<file path="config.mk">
export PLATFORM = sky130hd
export DESIGN_NAME = two_group_turn_limited_admission_arbiter
export DESIGN_NICKNAME = d
export VERILOG_FILES = /design/src/rtl/tglaa_pkg.sv /design/src/rtl/two_group_turn_limited_admission_arbiter.sv /design/src/rtl/tglaa_core.sv /design/src/rtl/tglaa_out_stage.sv
export SDC_FILE = /design/constraint.sdc
export NUM_CORES = 1
export LEC_CHECK = 0
export ABC_AREA = 1
export BUFFER_PORTS_ARGS = -buffer_cell sky130_fd_sc_hd__buf_2
export CORE_AREA = 3 3 121 123
export CTS_CLUSTER_DIAMETER = 50
export DETAILED_ROUTE_END_ITERATION = 12
export DIE_AREA = 0 0 124 126
export GPL_TIMING_DRIVEN = 1
export HOLD_SLACK_MARGIN = 0.03
export PLACE_DENSITY = 0.71
export REMOVE_ABC_BUFFERS = 1
export SYNTH_ARGS = -nofsm -noshare
export SYNTH_HDL_FRONTEND = slang
export SYNTH_SLANG_ARGS = --single-unit
export TNS_END_PERCENT = 30
</file>
<file path="constraint.sdc">
create_clock -name clk -period 11.59 [get_ports clk]
set_input_delay 0 -clock clk [delete_from_list [all_inputs] [get_ports clk]]
set_output_delay 0 -clock clk [all_outputs]
set_load 0.02 [all_outputs]
</file>
<file path="src/rtl/tglaa_pkg.sv">
// Shared types, codes and constants of the two-group admission arbiter.
`default_nettype none
package tglaa_pkg;

  localparam int unsigned CNT_W         = 8;
  localparam int unsigned MAX_PER_GROUP = 255;
  // Waiting counters are 8 bits wide, so the cap never goes above 255.
  localparam int unsigned WAIT_CAP_INT  = (MAX_PER_GROUP > 255) ? 255 : MAX_PER_GROUP;
  localparam logic [CNT_W-1:0] WAIT_CAP       = CNT_W'(WAIT_CAP_INT);
  localparam logic [CNT_W-1:0] OCC_MAX        = '1;
  localparam logic [CNT_W-1:0] TURN_LIMIT_RST = 8'd4;

  localparam int unsigned IN_TDATA_W  = 8;
  localparam int unsigned OUT_TDATA_W = 40;

  // Event kinds
  localparam logic OP_ARRIVE = 1'b0;
  localparam logic OP_LEAVE  = 1'b1;

  // Fault codes
  localparam logic [1:0] FAULT_OK    = 2'd0;
  localparam logic [1:0] FAULT_EMPTY = 2'd1;
  localparam logic [1:0] FAULT_FULL  = 2'd2;

  typedef struct packed {
    logic operation;
    logic group;
  } item_t;

  typedef struct packed {
    logic [1:0]       fault;
    logic [CNT_W-1:0] waiting_one;
    logic [CNT_W-1:0] waiting_zero;
    logic             direction;
    logic [CNT_W-1:0] inside_count;
    logic             admitted_group;
    logic [CNT_W-1:0] admitted_count;
  } result_t;

endpackage
`default_nettype wire

</file>
<file path="src/rtl/two_group_turn_limited_admission_arbiter.sv">
// Top level of the two-group turn-limited admission arbiter.
//
//  channel | direction | transfer carries
//  --------+-----------+--------------------------------------------------
//  in_     | slave     | one event: arrival of a group, or a departure
//  out_    | master    | one result per event: admissions and new state
//  cfg_    | slave     | turn_limit write (admissions per turn)
//
// Each event passes input register -> update logic -> result register; one
// event per cycle is sustained while out_ is ready.
// The counters update in the same cycle the event leaves the input register.
// A stalled out_ holds one result while one more event waits in the input
// register. rst_n is synchronous; turn_limit resets to 4, all counters to 0.
// cfg_ready is always high; every write is accepted and registered.
`default_nettype none
module two_group_turn_limited_admission_arbiter #(
  parameter int unsigned MAX_PER_GROUP = tglaa_pkg::MAX_PER_GROUP
) (
  input  wire logic        clk,
  input  wire logic        rst_n,
  input  wire logic        in_tvalid,
  output logic             in_tready,
  input  wire logic [tglaa_pkg::IN_TDATA_W-1:0]  in_tdata,   // operation, group, 6'b0
  output logic             out_tvalid,
  input  wire logic        out_tready,
  // admitted_count[7:0], admitted_group, inside_count[7:0], direction,
  // waiting_zero[7:0], waiting_one[7:0], fault[1:0], 4'b0
  output logic [tglaa_pkg::OUT_TDATA_W-1:0] out_tdata,
  input  wire logic        cfg_valid,
  output logic             cfg_ready,
  input  wire logic [tglaa_pkg::CNT_W-1:0] cfg_data           // turn_limit
);
  import tglaa_pkg::*;

  logic             cfg_fire;
  logic [CNT_W-1:0] limit_r;
  logic             hold_valid_r, hold_valid_nxt;
  item_t            hold_item_r;
  logic             step;
  logic             room;
  result_t          core_result;
  result_t          out_result;

  // turn_limit register
  assign cfg_ready = 1'b1;
  assign cfg_fire  = cfg_valid && cfg_ready;

  always_ff @(posedge clk) begin
    if (!rst_n)        limit_r <= TURN_LIMIT_RST;
    else if (cfg_fire) limit_r <= cfg_data;
  end

  // Input register: the held event moves on whenever the result register has room.
  assign step           = hold_valid_r && room;
  assign in_tready      = !hold_valid_r || room;
  assign hold_valid_nxt = (in_tvalid && in_tready) || (hold_valid_r && !room);

  always_ff @(posedge clk) begin
    if (!rst_n) hold_valid_r <= 1'b0;
    else        hold_valid_r <= hold_valid_nxt;
  end

  always_ff @(posedge clk) begin
    if (in_tvalid && in_tready) begin
      hold_item_r.operation <= in_tdata[0];
      hold_item_r.group     <= in_tdata[1];
    end
  end

  tglaa_core #(
    .MAX_PER_GROUP (MAX_PER_GROUP)
  ) u_core (
    .clk        (clk),
    .rst_n      (rst_n),
    .step       (step),
    .item       (hold_item_r),
    .turn_limit (limit_r),
    .result     (core_result)
  );

  tglaa_out_stage u_out (
    .clk        (clk),
    .rst_n      (rst_n),
    .load       (step),
    .result     (core_result),
    .out_ready  (out_tready),
    .room       (room),
    .out_valid  (out_tvalid),
    .out_result (out_result)
  );

  // Pack result fields, first field in the lowest bits.
  assign out_tdata = {4'b0,
                      out_result.fault,
                      out_result.waiting_one,
                      out_result.waiting_zero,
                      out_result.direction,
                      out_result.inside_count,
                      out_result.admitted_group,
                      out_result.admitted_count};

endmodule
`default_nettype wire

</file>
<file path="src/rtl/tglaa_core.sv">
// Arbiter state registers and the single-pass event update.
`default_nettype none
module tglaa_core #(
  parameter int unsigned MAX_PER_GROUP = tglaa_pkg::MAX_PER_GROUP
) (
  input  wire logic                     clk,
  input  wire logic                     rst_n,
  input  wire logic                     step,       // consume the held item this cycle
  input  wire tglaa_pkg::item_t         item,
  input  wire logic [tglaa_pkg::CNT_W-1:0] turn_limit,
  output tglaa_pkg::result_t            result
);
  import tglaa_pkg::*;

  // Waiting counters are 8 bits wide, so the cap never goes above 255.
  localparam logic [CNT_W-1:0] WAIT_LIMIT =
    CNT_W'((MAX_PER_GROUP > 255) ? 255 : MAX_PER_GROUP);

  logic [CNT_W-1:0] wait0_r, wait0_nxt;
  logic [CNT_W-1:0] wait1_r, wait1_nxt;
  logic [CNT_W-1:0] occ_r, occ_nxt;
  logic [CNT_W-1:0] served_r, served_nxt;
  logic             dir_r, dir_nxt;
  logic             dir_set_r, dir_set_nxt;

  logic [CNT_W-1:0] eff_limit;
  logic             arr_dir;
  logic [CNT_W-1:0] arr_other;
  logic [CNT_W-1:0] arr_own;
  logic             arr_blocked;
  logic             lv_dir;
  logic [CNT_W-1:0] lv_own;
  logic [CNT_W-1:0] lv_other;
  logic [CNT_W-1:0] lv_n;
  logic [CNT_W-1:0] admitted;
  logic [1:0]       fault;

  always_comb begin
    eff_limit = (turn_limit == '0) ? CNT_W'(1) : turn_limit;

    // arrival terms
    arr_dir     = dir_set_r ? dir_r : item.group;
    arr_other   = arr_dir ? wait0_r : wait1_r;
    arr_own     = item.group ? wait1_r : wait0_r;
    arr_blocked = (item.group != arr_dir) ||
                  ((served_r >= eff_limit) && (arr_other != '0));

    // departure of the last user: pick next direction, bulk admit
    lv_dir   = (dir_r ? (wait0_r != '0) : (wait1_r != '0)) ? ~dir_r : dir_r;
    lv_own   = lv_dir ? wait1_r : wait0_r;
    lv_other = lv_dir ? wait0_r : wait1_r;
    lv_n     = ((lv_other != '0) && (lv_own > eff_limit)) ? eff_limit : lv_own;

    wait0_nxt   = wait0_r;
    wait1_nxt   = wait1_r;
    occ_nxt     = occ_r;
    served_nxt  = served_r;
    dir_nxt     = dir_r;
    dir_set_nxt = dir_set_r;
    admitted    = '0;
    fault       = FAULT_OK;

    if (item.operation == OP_ARRIVE) begin
      if (arr_blocked) begin
        if (arr_own >= WAIT_LIMIT) begin
          fault = FAULT_FULL;
        end else begin
          if (item.group) wait1_nxt = wait1_r + CNT_W'(1);
          else            wait0_nxt = wait0_r + CNT_W'(1);
          dir_nxt     = arr_dir;
          dir_set_nxt = 1'b1;
        end
      end else if (occ_r >= OCC_MAX) begin
        fault = FAULT_FULL;
      end else begin
        dir_nxt     = arr_dir;
        dir_set_nxt = 1'b1;
        occ_nxt     = occ_r + CNT_W'(1);
        if (arr_other != '0) served_nxt = served_r + CNT_W'(1);
        admitted    = CNT_W'(1);
      end
    end else begin
      if (occ_r == '0) begin
        fault = FAULT_EMPTY;
      end else if (occ_r != CNT_W'(1)) begin
        occ_nxt = occ_r - CNT_W'(1);
      end else begin
        dir_nxt    = lv_dir;
        served_nxt = (lv_other != '0) ? lv_n : '0;
        if (lv_dir) wait1_nxt = wait1_r - lv_n;
        else        wait0_nxt = wait0_r - lv_n;
        occ_nxt    = lv_n;
        admitted   = lv_n;
      end
    end

    result.admitted_count = admitted;
    result.admitted_group = dir_nxt;
    result.inside_count   = occ_nxt;
    result.direction      = dir_nxt;
    result.waiting_zero   = wait0_nxt;
    result.waiting_one    = wait1_nxt;
    result.fault          = fault;
  end

  always_ff @(posedge clk) begin
    if (!rst_n) begin
      wait0_r   <= '0;
      wait1_r   <= '0;
      occ_r     <= '0;
      served_r  <= '0;
      dir_r     <= 1'b0;
      dir_set_r <= 1'b0;
    end else if (step) begin
      wait0_r   <= wait0_nxt;
      wait1_r   <= wait1_nxt;
      occ_r     <= occ_nxt;
      served_r  <= served_nxt;
      dir_r     <= dir_nxt;
      dir_set_r <= dir_set_nxt;
    end
  end

endmodule
`default_nettype wire

</file>
<file path="src/rtl/tglaa_out_stage.sv">
// Result register with valid/ready toward the result channel.
`default_nettype none
module tglaa_out_stage (
  input  wire logic                clk,
  input  wire logic                rst_n,
  input  wire logic                load,      // new result enters this cycle
  input  wire tglaa_pkg::result_t  result,
  input  wire logic                out_ready,
  output logic                     room,      // register can take a result
  output logic                     out_valid,
  output tglaa_pkg::result_t       out_result
);
  import tglaa_pkg::*;

  logic    valid_r, valid_nxt;
  result_t data_r;

  assign room      = !valid_r || out_ready;
  assign valid_nxt = load || (valid_r && !out_ready);

  always_ff @(posedge clk) begin
    if (!rst_n) valid_r <= 1'b0;
    else        valid_r <= valid_nxt;
  end

  always_ff @(posedge clk) begin
    if (load) data_r <= result;
  end

  assign out_valid  = valid_r;
  assign out_result = data_r;

endmodule
`default_nettype wire
</file>
==> run_summary.xml, run 1 <==
<?xml version="1.0" encoding="UTF-8"?>
<metrics>
  <group name="place">
    <metric name="buffer_ports.inserted" unit="">52</metric>
    <metric name="post-place-ws" unit="ns">6.36</metric>
    <metric name="dpl.hpwl" unit="um">11300</metric>
    <metric name="final_weighted_congestion_in_routability_driven_placement" unit="">0.958</metric>
  </group>
  <group name="timing">
    <metric name="post-route-worst-setup-slack" unit="ns">6.22</metric>
    <metric name="rsz0062_at_grt" unit="">no</metric>
    <metric name="timing_hold_violations_final" unit="">0</metric>
    <metric name="achievable-frequency" unit="MHz">186</metric>
    <metric name="worst_skew" unit="ns">0.00665</metric>
    <metric name="timing.final.crit_period" unit="ns">5.37</metric>
    <metric name="drv_slew" unit="">0</metric>
    <metric name="finalSetupTns" unit="ns">0</metric>
    <metric name="period_share" unit="%">46.3</metric>
    <metric name="max_slew_headroom_at_the_worst_pin" unit="%">28.9</metric>
    <metric name="tightestPinTransition" unit="ns">1.06</metric>
    <metric name="setup_viol_count_final" unit="">0</metric>
    <metric name="holdWs" unit="ns">0.101</metric>
  </group>
  <group name="flow_run">
    <metric name="maxCapViolations" unit="">0</metric>
  </group>
  <group name="pwr">
    <metric name="p_leak" unit="nW">3.21</metric>
    <metric name="ir_drop" unit="mV">0.0634</metric>
    <metric name="power_density" unit="nW/um^2">150</metric>
  </group>
  <group name="route">
    <metric name="route.final.wire_length" unit="um">15800</metric>
    <metric name="drtAntennaViolNets" unit="">0</metric>
    <metric name="avgViaCountPerCell" unit="">5.24</metric>
    <metric name="wl_per_cell" unit="um">14.4</metric>
    <metric name="remaining_drc_errors" unit="">0</metric>
    <metric name="drtIter0Drc" unit="">528</metric>
    <metric name="num_vias" unit="">5750</metric>
    <metric name="detailedRoute.firstPassIterationCount" unit="">5</metric>
  </group>
  <group name="synthesis">
    <metric name="ys_types" unit="">45</metric>
    <metric name="synth_top_area_cell" unit="">sky130_fd_sc_hd__edfxtp_1</metric>
    <metric name="ys_top_cells_by_area" unit="">sky130_fd_sc_hd__edfxtp_1 (19%), sky130_fd_sc_hd__dfxtp_1 (15%), sky130_fd_sc_hd__nand2_1 (11%), sky130_fd_sc_hd__inv_1 (9.3%), sky130_fd_sc_hd__nand3_1 (6.9%)</metric>
    <metric name="yosys.area.top_type_share" unit="%">19.2</metric>
    <metric name="number_of_synthesized_register_bits" unit="">81</metric>
    <metric name="warning_count_from_the_yosys_run" unit="">0</metric>
    <metric name="syn_area_per_cell" unit="um^2">6.84</metric>
    <metric name="synth.cell_area" unit="um^2">5790</metric>
    <metric name="seq_area_frac_synth" unit="%">34.4</metric>
    <metric name="synthesis.instances" unit="">847</metric>
  </group>
  <group name="critical_path">
    <metric name="number_of_cells_on_the_critical_path" unit="">27</metric>
    <metric name="timing.critical_path.max_delay_family" unit="">compound AO/OA/AOI/OAI gates</metric>
    <metric name="crit_path_max_incr_delay" unit="ns">0.65</metric>
    <metric name="setup.worst_path.class" unit="">flip-flop to flip-flop</metric>
    <metric name="critical_path_arrival" unit="ns">5.47</metric>
    <metric name="ff2ff_path_depth" unit="">27</metric>
    <metric name="worstPathMaxFanout" unit="">11</metric>
    <metric name="critical_path_required" unit="ns">11.70</metric>
    <metric name="crit_slowest_cell" unit="">sky130_fd_sc_hd__o21ai_0</metric>
    <metric name="rrSetupSlack" unit="ns">6.22</metric>
    <metric name="sort_of_element_at_the_start_of_the_critical_path" unit="">flip-flop</metric>
    <metric name="worstSetupEndpointType" unit="">flip-flop</metric>
    <metric name="worstPathBufferInverterCount" unit="">6</metric>
    <metric name="crit_top_cell" unit="">sky130_fd_sc_hd__inv_1</metric>
  </group>
  <group name="die">
    <metric name="design.portCount" unit="">64</metric>
    <metric name="num_rows" unit="">43</metric>
    <metric name="die-height" unit="um">126</metric>
    <metric name="initial_core_util" unit="%">42.1</metric>
    <metric name="die_w" unit="um">124</metric>
    <metric name="fp.coreArea" unit="um^2">13800</metric>
    <metric name="die_area" unit="um^2">15600</metric>
  </group>
  <group name="grt">
    <metric name="global_route.usage.met1" unit="%">29.6</metric>
    <metric name="grt_pass1_vias" unit="">5078</metric>
    <metric name="most_crowded_layer_gr" unit="">met2</metric>
    <metric name="global_route.usage.met2" unit="%">31.7</metric>
    <metric name="global_router_s_overall_resource_usage" unit="%">21.0</metric>
    <metric name="initial_antenna_violation_count" unit="">0</metric>
    <metric name="globalRoute.totalOverflow" unit="">0</metric>
    <metric name="met3_usage" unit="%">2.83</metric>
    <metric name="grt_pass1_wl" unit="um">25700</metric>
    <metric name="largest_net_degree_at_the_start_of_global_routing" unit="">45</metric>
  </group>
  <group name="cells_and_area">
    <metric name="final.fill_count" unit="">1414</metric>
    <metric name="area_overhead_of_the_layout_relative_to_synthesis" unit="%">15.4</metric>
    <metric name="layout-drive-gt1-share" unit="%">11.1</metric>
    <metric name="design.final.nets" unit="">963</metric>
    <metric name="multiInputGateArea" unit="um^2">3130</metric>
    <metric name="diodes" unit="">0</metric>
    <metric name="area.sequential" unit="um^2">1990</metric>
  </group>
  <group name="clock_network">
    <metric name="cts_hold_repair.buffers" unit="">19</metric>
    <metric name="cts.reportedPaths.clkPinSlew" unit="ns">0.07</metric>
    <metric name="post_cts_resized" unit="">0</metric>
    <metric name="htree_levels" unit="">3</metric>
    <metric name="root_buf_cell" unit="">sky130_fd_sc_hd__clkbuf_16</metric>
    <metric name="clkSinkCount" unit="">81</metric>
    <metric name="numCtsBuffers" unit="">9</metric>
    <metric name="post-cts-setup-buffers" unit="">0</metric>
    <metric name="clk_path_buf_depth" unit="">2</metric>
    <metric name="clk-insertion-delay-late" unit="ns">0.36</metric>
    <metric name="cts_tree" unit="">yes</metric>
  </group>
  <group name="worst_hold_path">
    <metric name="hold_path.class" unit="">primary input to flip-flop</metric>
    <metric name="worst_hold_path.num_cells" unit="">3</metric>
  </group>
  <group name="status">
    <metric name="run_status" unit="">finished, final reports clean</metric>
  </group>
</metrics>
[cells in the final DEF (no fill, tap or decap), types with 3 or more instances in the layout]
master,n
sky130_fd_sc_hd__a21oi_1,76
sky130_fd_sc_hd__a22oi_1,3
sky130_fd_sc_hd__buf_2,52
sky130_fd_sc_hd__buf_4,5
sky130_fd_sc_hd__clkbuf_16,9
sky130_fd_sc_hd__conb_1,5
sky130_fd_sc_hd__dfxtp_1,44
sky130_fd_sc_hd__dlygate4sd3_1,19
sky130_fd_sc_hd__edfxtp_1,37
sky130_fd_sc_hd__ha_1,29
sky130_fd_sc_hd__inv_1,144
sky130_fd_sc_hd__inv_2,5
sky130_fd_sc_hd__inv_6,4
sky130_fd_sc_hd__nand2_1,169
sky130_fd_sc_hd__nand2_2,7
sky130_fd_sc_hd__nand3_1,80
sky130_fd_sc_hd__nand3_2,3
sky130_fd_sc_hd__nand4_1,4
sky130_fd_sc_hd__nor2_1,63
sky130_fd_sc_hd__nor2_2,5
sky130_fd_sc_hd__nor3_1,13
sky130_fd_sc_hd__nor4_1,3
sky130_fd_sc_hd__o211ai_1,9
sky130_fd_sc_hd__o21ai_0,76
sky130_fd_sc_hd__o21ai_1,7
sky130_fd_sc_hd__o21ai_2,3
sky130_fd_sc_hd__o21bai_1,3
sky130_fd_sc_hd__xor2_1,8
[report_power, final]
part	total, mW	switching (mW)	internal [mW]	leakage [nW]
sequential	0.336	0.0154	0.321	0.720
clock	0.281	0.132	0.149	0.139
combinational	0.386	0.265	0.121	2.35
total	1.00	0.412	0.591	3.21
[flip-flops by register name, indices dropped and copies added (netlist names)]
register,count
u_out.out_result,35
limit_r,8
u_core.occ_r,8
u_core.served_r,8
u_core.wait0_r,8
u_core.wait1_r,8
hold_item_r,2
hold_valid_r,1
u_core.dir_r,1
u_core.dir_set_r,1
u_out.out_valid,1
[worst min-delay path: cells and delay by family]
| kind | cells | cell delay [ns] |
|---|---|---|
| buffers and inverters | 2 | 0.27 |
| AO/OA/AOI/OAI | 1 | 0.16 |
[final timing paths]
path | endpoint | from
max | u_out.out_result[32]$_DFFE_PP_ | u_core.wait1_r[1]$_SDFFE_PN0P_
min | limit_r[3]$_SDFFE_PN0P_ | cfg_valid
max reg2reg | u_out.out_result[32]$_DFFE_PP_ | u_core.wait1_r[1]$_SDFFE_PN0P_
min reg2reg | u_out.out_valid$_SDFF_PN0_ | hold_valid_r$_SDFF_PN0_
[per-stage QoR]
stage	power, mW	instances	util (%)	cell area [um^2]
after floorplan	0.622	826	-	5690
after global routing	1.07	1098	48.5	6680
final	1.00	1098	48.5	6680
after CTS	1.00	1098	48.5	6680
after detailed placement	0.715	1063	45.1	6210
after global placement	0.711	1063	45.1	6210
[cell families after synthesis]
kind of cell / after synthesis / synth area share [%]
DFF: 81 / 34.4
and+or+nand+nor: 352 / 26.8
buffers and inverters: 175 / 11.8
xor gates and xnor gates: 10 / 1.51
adders and majority gates: 29 / 6.26
other: 2 / 0.130
AOI/OAI and AO/OA: 198 / 19.1
[synthesized netlist by cell type]
library cell               number
sky130_fd_sc_hd__o221ai_1       2
sky130_fd_sc_hd__a211oi_1       2
sky130_fd_sc_hd__a221oi_1       1
sky130_fd_sc_hd__o32ai_1        2
sky130_fd_sc_hd__a21boi_0       1
sky130_fd_sc_hd__nand2_4        2
sky130_fd_sc_hd__ha_1          29
sky130_fd_sc_hd__o21ai_0       76
sky130_fd_sc_hd__o21ai_2        3
sky130_fd_sc_hd__o211ai_1       9
sky130_fd_sc_hd__o21ai_1        7
sky130_fd_sc_hd__nand2_2        7
sky130_fd_sc_hd__a21o_1         1
sky130_fd_sc_hd__o311ai_0       1
sky130_fd_sc_hd__nor2_8         1
sky130_fd_sc_hd__nand4_1        4
sky130_fd_sc_hd__o22ai_1        2
sky130_fd_sc_hd__nor2_1        63
sky130_fd_sc_hd__conb_1         2
sky130_fd_sc_hd__nand2_8        1
sky130_fd_sc_hd__nor2_2         5
sky130_fd_sc_hd__nor3_1        13
sky130_fd_sc_hd__xor2_1         8
sky130_fd_sc_hd__a31oi_1        2
sky130_fd_sc_hd__a21boi_1       1
sky130_fd_sc_hd__nor4_1         3
sky130_fd_sc_hd__inv_2          5
sky130_fd_sc_hd__dfxtp_1       44
sky130_fd_sc_hd__clkbuf_1      17
sky130_fd_sc_hd__edfxtp_1      37
sky130_fd_sc_hd__a21oi_2        2
sky130_fd_sc_hd__a41o_1         1
sky130_fd_sc_hd__o21bai_1       3
sky130_fd_sc_hd__a32o_1         2
sky130_fd_sc_hd__inv_1        144
sky130_fd_sc_hd__xnor2_1        2
sky130_fd_sc_hd__nand2_1      169
sky130_fd_sc_hd__a21oi_1       76
sky130_fd_sc_hd__o21a_1         1
sky130_fd_sc_hd__buf_4          7
sky130_fd_sc_hd__nand3_2        3
sky130_fd_sc_hd__clkinv_1       2
sky130_fd_sc_hd__a22oi_1        3
sky130_fd_sc_hd__nand3_1       80
sky130_fd_sc_hd__or3_1          1
[per-layer routing]
metal	routed length, um	vias to the layer above
li1	-	2941
met1	7390	2578
met2	6880	197
met3	987	34
met4	536	0
met5	0	-
[area by class of cell]
| class | instances | share of cell area (%) |
|---|---|---|
| clock buffer | 9 | 3.37 |
| inverter | 151 | 8.48 |
| timing repair buffer | 76 | 7.30 |
| sequential | 81 | 29.8 |
| tap | 180 | 3.37 |
| clock inverter | 7 | 0.880 |
| multi-input combinational | 594 | 46.8 |
Power figures use the tool's default switching activity.
==> inputs of run 2 (changes only) <==
--- a/config.mk
+++ b/config.mk
@@ -5,15 +5,15 @@
 export SDC_FILE = /design/constraint.sdc
 export NUM_CORES = 1
 export LEC_CHECK = 0
-export ABC_AREA = 1
+export ABC_AREA = 0
 export BUFFER_PORTS_ARGS = -buffer_cell sky130_fd_sc_hd__buf_2
-export CORE_AREA = 3 3 121 123
+export CORE_AREA = 3 3 123 125
 export CTS_CLUSTER_DIAMETER = 50
 export DETAILED_ROUTE_END_ITERATION = 12
-export DIE_AREA = 0 0 124 126
+export DIE_AREA = 0 0 126 128
 export GPL_TIMING_DRIVEN = 1
 export HOLD_SLACK_MARGIN = 0.03
-export PLACE_DENSITY = 0.71
+export PLACE_DENSITY = 0.72
 export REMOVE_ABC_BUFFERS = 1
 export SYNTH_ARGS = -nofsm -noshare
 export SYNTH_HDL_FRONTEND = slang
==> constraint.sdc (replaced) <==
create_clock -name clk -period 5.1 [get_ports clk]
set_input_delay 0 -clock clk [delete_from_list [all_inputs] [get_ports clk]]
set_output_delay 0 -clock clk [all_outputs]
set_load 0.02 [all_outputs]
==> run 2 against run 1 <==
The run now ends with negative setup slack left. Global-route usage increased by 1.8 points. Sequential power increased by 120%. Fmax increased by 1.4%. Design area increased by 16%. Utilization increased by 7.1 points. Combinational power increased by 35%. Total power increased by 98%. Sequential share of layout area decreased by 4.2 points. Critical endpoint is now u_core.wait1_r[5]$_SDFFE_PN0P_. Largest cell class unchanged.
==> run_summary.xml, run 2 <==
<?xml version="1.0" encoding="UTF-8"?>
<metrics>
  <group name="critical_path">
    <metric name="setup.worst_path.class" unit="">flip-flop to flip-flop</metric>
    <metric name="rrSetupSlack" unit="ns">-0.20</metric>
    <metric name="worstSetupEndpointType" unit="">flip-flop</metric>
    <metric name="ff2ff_path_depth" unit="">25</metric>
    <metric name="sort_of_element_at_the_start_of_the_critical_path" unit="">flip-flop</metric>
    <metric name="critical_path_arrival" unit="ns">5.54</metric>
    <metric name="worstPathMaxFanout" unit="">4</metric>
    <metric name="critical_path_required" unit="ns">5.34</metric>
    <metric name="critPathLaunch" unit="">u_core.wait1_r[3]$_SDFFE_PN0P_</metric>
    <metric name="r2r_end" unit="">u_core.wait1_r[5]$_SDFFE_PN0P_</metric>
    <metric name="worstReg2RegStart" unit="">u_core.wait1_r[3]$_SDFFE_PN0P_</metric>
  </group>
  <group name="clock_network">
    <metric name="clk_path_buf_depth" unit="">2</metric>
    <metric name="cts_tree" unit="">yes</metric>
    <metric name="root_buf_cell" unit="">sky130_fd_sc_hd__clkbuf_16</metric>
    <metric name="numCtsBuffers" unit="">9</metric>
    <metric name="clk-insertion-delay-late" unit="ns">0.36</metric>
    <metric name="htree_levels" unit="">3</metric>
    <metric name="cts.reportedPaths.clkPinSlew" unit="ns">0.07</metric>
    <metric name="clkSinkCount" unit="">81</metric>
  </group>
  <group name="worst_hold_path">
    <metric name="hold_path.class" unit="">primary input to flip-flop</metric>
    <metric name="worst_hold_path.num_cells" unit="">3</metric>
    <metric name="worstHoldStart" unit="">cfg_valid</metric>
    <metric name="worstHoldEndpoint" unit="">limit_r[1]$_SDFFE_PN0P_</metric>
  </group>
  <group name="synthesis">
    <metric name="yosys-mux-area-fraction" unit="%">3.63</metric>
    <metric name="post_synth_xor_area_fraction" unit="%">4.36</metric>
    <metric name="post_synth_and_or_nand_nor_area_fraction" unit="%">22.9</metric>
    <metric name="number_of_synthesized_register_bits" unit="">81</metric>
    <metric name="synth_top_family_by_area" unit="">compound AO/OA/AOI/OAI gates</metric>
    <metric name="synthAdderAreaFrac" unit="%">6.55</metric>
    <metric name="yosysMostFrequentCell" unit="">sky130_fd_sc_hd__nand2_1</metric>
    <metric name="synth_top_area_cell" unit="">sky130_fd_sc_hd__edfxtp_1</metric>
    <metric name="seq_area_frac_synth" unit="%">33.0</metric>
    <metric name="ys_top_cells_by_area" unit="">sky130_fd_sc_hd__edfxtp_1 (18%), sky130_fd_sc_hd__dfxtp_1 (15%), sky130_fd_sc_hd__ha_1 (6.0%), sky130_fd_sc_hd__nand2_1 (4.7%), sky130_fd_sc_hd__nor2_1 (3.4%)</metric>
    <metric name="yosys.area.top_type_share" unit="%">18.4</metric>
    <metric name="ys_types" unit="">90</metric>
    <metric name="synth-compound-area-share" unit="%">23.6</metric>
    <metric name="synthesis.instances" unit="">709</metric>
    <metric name="synth-main-ff-cell" unit="">sky130_fd_sc_hd__dfxtp_1</metric>
    <metric name="synth.cell_area" unit="um^2">6030</metric>
    <metric name="synth_top_cells_by_count" unit="">sky130_fd_sc_hd__nand2_1 (76), sky130_fd_sc_hd__nor2_1 (54), sky130_fd_sc_hd__dfxtp_1 (44)</metric>
    <metric name="syn_area_per_cell" unit="um^2">8.51</metric>
    <metric name="synth_edf_count" unit="">37</metric>
    <metric name="async_flop_share" unit="%">0</metric>
    <metric name="warning_count_from_the_yosys_run" unit="">0</metric>
  </group>
  <group name="grt">
    <metric name="global_router_s_overall_resource_usage" unit="%">22.8</metric>
    <metric name="grt_pass1_vias" unit="">5557</metric>
    <metric name="largest_net_degree_at_the_start_of_global_routing" unit="">57</metric>
    <metric name="globalRoute.totalOverflow" unit="">0</metric>
    <metric name="grt_pass1_wl" unit="um">29500</metric>
    <metric name="initial_antenna_violation_count" unit="">2</metric>
  </group>
  <group name="pwr">
    <metric name="p_total" unit="mW">1.99</metric>
    <metric name="power.clock.fraction" unit="%">36.6</metric>
    <metric name="share_comb_of_total_power" unit="%">26.3</metric>
    <metric name="p_int" unit="mW">1.39</metric>
    <metric name="ir_drop" unit="mV">0.174</metric>
    <metric name="net_switching_share_of_the_total_power" unit="%">30.3</metric>
    <metric name="power_switching" unit="mW">0.602</metric>
    <metric name="power_density" unit="nW/um^2">256</metric>
    <metric name="pwr-share-seq" unit="%">37.1</metric>
    <metric name="p_leak" unit="nW">3.18</metric>
  </group>
  <group name="timing">
    <metric name="finalSetupTns" unit="ns">-0.932</metric>
    <metric name="setup_viol_count_final" unit="">6</metric>
    <metric name="timing_hold_violations_final" unit="">0</metric>
    <metric name="post-route-worst-setup-slack" unit="ns">-0.195</metric>
    <metric name="worst_skew" unit="ns">0.0164</metric>
    <metric name="tightestPinTransition" unit="ns">0.859</metric>
    <metric name="achievable-frequency" unit="MHz">189</metric>
    <metric name="max_slew_headroom_at_the_worst_pin" unit="%">42.7</metric>
    <metric name="timing.final.crit_period" unit="ns">5.30</metric>
    <metric name="drv_slew" unit="">0</metric>
    <metric name="rsz0062_at_grt" unit="">yes</metric>
    <metric name="period_share" unit="%">104</metric>
  </group>
  <group name="status">
    <metric name="violated_checks" unit="">negative setup slack</metric>
    <metric name="run_status" unit="">finished with violations</metric>
  </group>
  <group name="flow_run">
    <metric name="maxCapViolations" unit="">0</metric>
  </group>
  <group name="cells_and_area">
    <metric name="layout-drive-gt1-share" unit="%">28.9</metric>
    <metric name="multiInputGateArea" unit="um^2">3980</metric>
    <metric name="diodes" unit="">0</metric>
    <metric name="final.fill_count" unit="">1269</metric>
    <metric name="design.final.nets" unit="">885</metric>
    <metric name="area.sequential" unit="um^2">1990</metric>
    <metric name="final_cell_count_no_fill" unit="">1020</metric>
    <metric name="largest_reg_flops" unit="">35</metric>
    <metric name="area_overhead_of_the_layout_relative_to_synthesis" unit="%">29.0</metric>
    <metric name="layout.cells.most_common" unit="">sky130_fd_sc_hd__buf_4</metric>
    <metric name="most-common-layout-cells" unit="">sky130_fd_sc_hd__buf_4 (86), sky130_fd_sc_hd__nand2_1 (74), sky130_fd_sc_hd__nor2_1 (53)</metric>
    <metric name="layout.core_utilization" unit="%">55.6</metric>
  </group>
  <group name="route">
    <metric name="route.final.wire_length" unit="um">18600</metric>
    <metric name="avgViaCountPerCell" unit="">5.92</metric>
    <metric name="remaining_drc_errors" unit="">0</metric>
    <metric name="wl_per_cell" unit="um">18.3</metric>
    <metric name="drtIter0Drc" unit="">775</metric>
    <metric name="detailedRoute.firstPassIterationCount" unit="">5</metric>
    <metric name="num_vias" unit="">6039</metric>
    <metric name="drtAntennaViolNets" unit="">0</metric>
  </group>
  <group name="die">
    <metric name="die_w" unit="um">126</metric>
    <metric name="design.portCount" unit="">64</metric>
    <metric name="initial_core_util" unit="%">43.1</metric>
    <metric name="fp.coreArea" unit="um^2">14000</metric>
    <metric name="die_area" unit="um^2">16100</metric>
    <metric name="num_rows" unit="">43</metric>
    <metric name="die-height" unit="um">128</metric>
  </group>
  <group name="place">
    <metric name="dpl.hpwl" unit="um">12900</metric>
    <metric name="final_weighted_congestion_in_routability_driven_placement" unit="">1.04</metric>
    <metric name="dpl.cell_count" unit="">975</metric>
    <metric name="buffer_ports.inserted" unit="">52</metric>
  </group>
</metrics>
## run 2: kinds of logic (layout without fill, tap and decap cells)
logic type               after synthesis  in the layout
flip-flops                            81             81
multiplexers                          21             21
AND/OR/NAND/NOR                      266            266
adder cells (fa/ha/maj)               32             32
XOR/XNOR                              30             30
buffers and inverters                 83            211
AO/OA/AOI/OAI                        194            194
other                                  2              5
## run 2: layout make-up
class / instances / area share, %
multi-input cells: 548 / 51.2
clock inverters: 6 / 1.16
inverters: 37 / 1.79
clock buffers: 10 / 3.07
flip-flops and latches: 81 / 25.6
well taps: 180 / 2.90
repair buffers: 158 / 14.3
## run 2: repair_timing
| action | 4_1_cts | 5_1_grt |
|---|---|---|
| setup endpoints to repair | 12 | 18 |
| endpoints found under the hold margin | 14 | 0 |
| pin swaps | 9 | 26 |
| hold buffers | 15 | 0 |
| resized for setup | 20 | 52 |
| setup buffers | 5 | 9 |
## run 2: how the worst max path moves through the flow
stage / endpoint / slack [ns] / depth (start not counted)
floorplan: u_out.out_result[33]$_DFFE_PP_ / -0.53 / 26
global placement: u_out.out_result[33]$_DFFE_PP_ / -0.09 / 26
detailed placement: u_out.out_result[33]$_DFFE_PP_ / -0.33 / 27
CTS: u_out.out_result[33]$_DFFE_PP_ / -0.02 / 27
global route: u_out.out_result[33]$_DFFE_PP_ / -0.43 / 25
finish: u_core.wait1_r[5]$_SDFFE_PN0P_ / -0.20 / 25
## run 2: metrics by stage
| stage | worst slack (ns) | hold WS (ns) | cell area (um^2) |
|---|---|---|---|
| after floorplan | -0.534 | 0.0986 | 5830 |
| after global placement | -0.0868 | 0.180 | 6890 |
| after detailed placement | -0.334 | 0.181 | 6890 |
| after CTS | -0.0212 | 0.0683 | 7490 |
| after global routing | -0.426 | 0.105 | 7780 |
| final | -0.195 | 0.0685 | 7780 |
## run 2: power groups by stage
stage | combinational, mW | clock, mW | sequential (mW)
3_5_place_dp | 0.446 | 0 | 0.751
6_report | 0.522 | 0.727 | 0.738
2_1_floorplan | 0.262 | 0 | 0.773
4_1_cts | 0.476 | 0.737 | 0.738
5_1_grt | 0.567 | 0.758 | 0.742
3_3_place_gp | 0.440 | 0 | 0.751
## run 2: critical path, stage by stage (launching register included)
cell and delay (ns):
sky130_fd_sc_hd__dfxtp_2 0.32, sky130_fd_sc_hd__or4_4 0.57, sky130_fd_sc_hd__nor3_4 0.20, sky130_fd_sc_hd__buf_6 0.14
sky130_fd_sc_hd__nor2_4 0.04, sky130_fd_sc_hd__mux2_4 0.34, sky130_fd_sc_hd__ha_4 0.25, sky130_fd_sc_hd__a21oi_2 0.14
sky130_fd_sc_hd__o21a_1 0.17, sky130_fd_sc_hd__nand2_1 0.08, sky130_fd_sc_hd__or2_1 0.27, sky130_fd_sc_hd__nand3_2 0.11
sky130_fd_sc_hd__nor2_1 0.05, sky130_fd_sc_hd__a21o_1 0.17, sky130_fd_sc_hd__inv_2 0.08, sky130_fd_sc_hd__ha_4 0.16
sky130_fd_sc_hd__a22o_1 0.15, sky130_fd_sc_hd__a31oi_2 0.06, sky130_fd_sc_hd__buf_4 0.16, sky130_fd_sc_hd__o41ai_4 0.42
sky130_fd_sc_hd__a2111oi_4 0.14, sky130_fd_sc_hd__nor3_2 0.28, sky130_fd_sc_hd__or4b_4 0.51, sky130_fd_sc_hd__a21oi_2 0.14
sky130_fd_sc_hd__xnor2_1 0.07, sky130_fd_sc_hd__and2_1 0.15
## run 2: per-layer routing
metal | vias up | share of wire, % | global-route usage [%]
met3 | 58 | 7.6 | 3.54
met5 | - | 0.16 | 0
met2 | 280 | 46 | 36.3
met1 | 2844 | 43 | 30.7
met4 | 4 | 3.7 | 10.2
li1 | 2853 | - | -
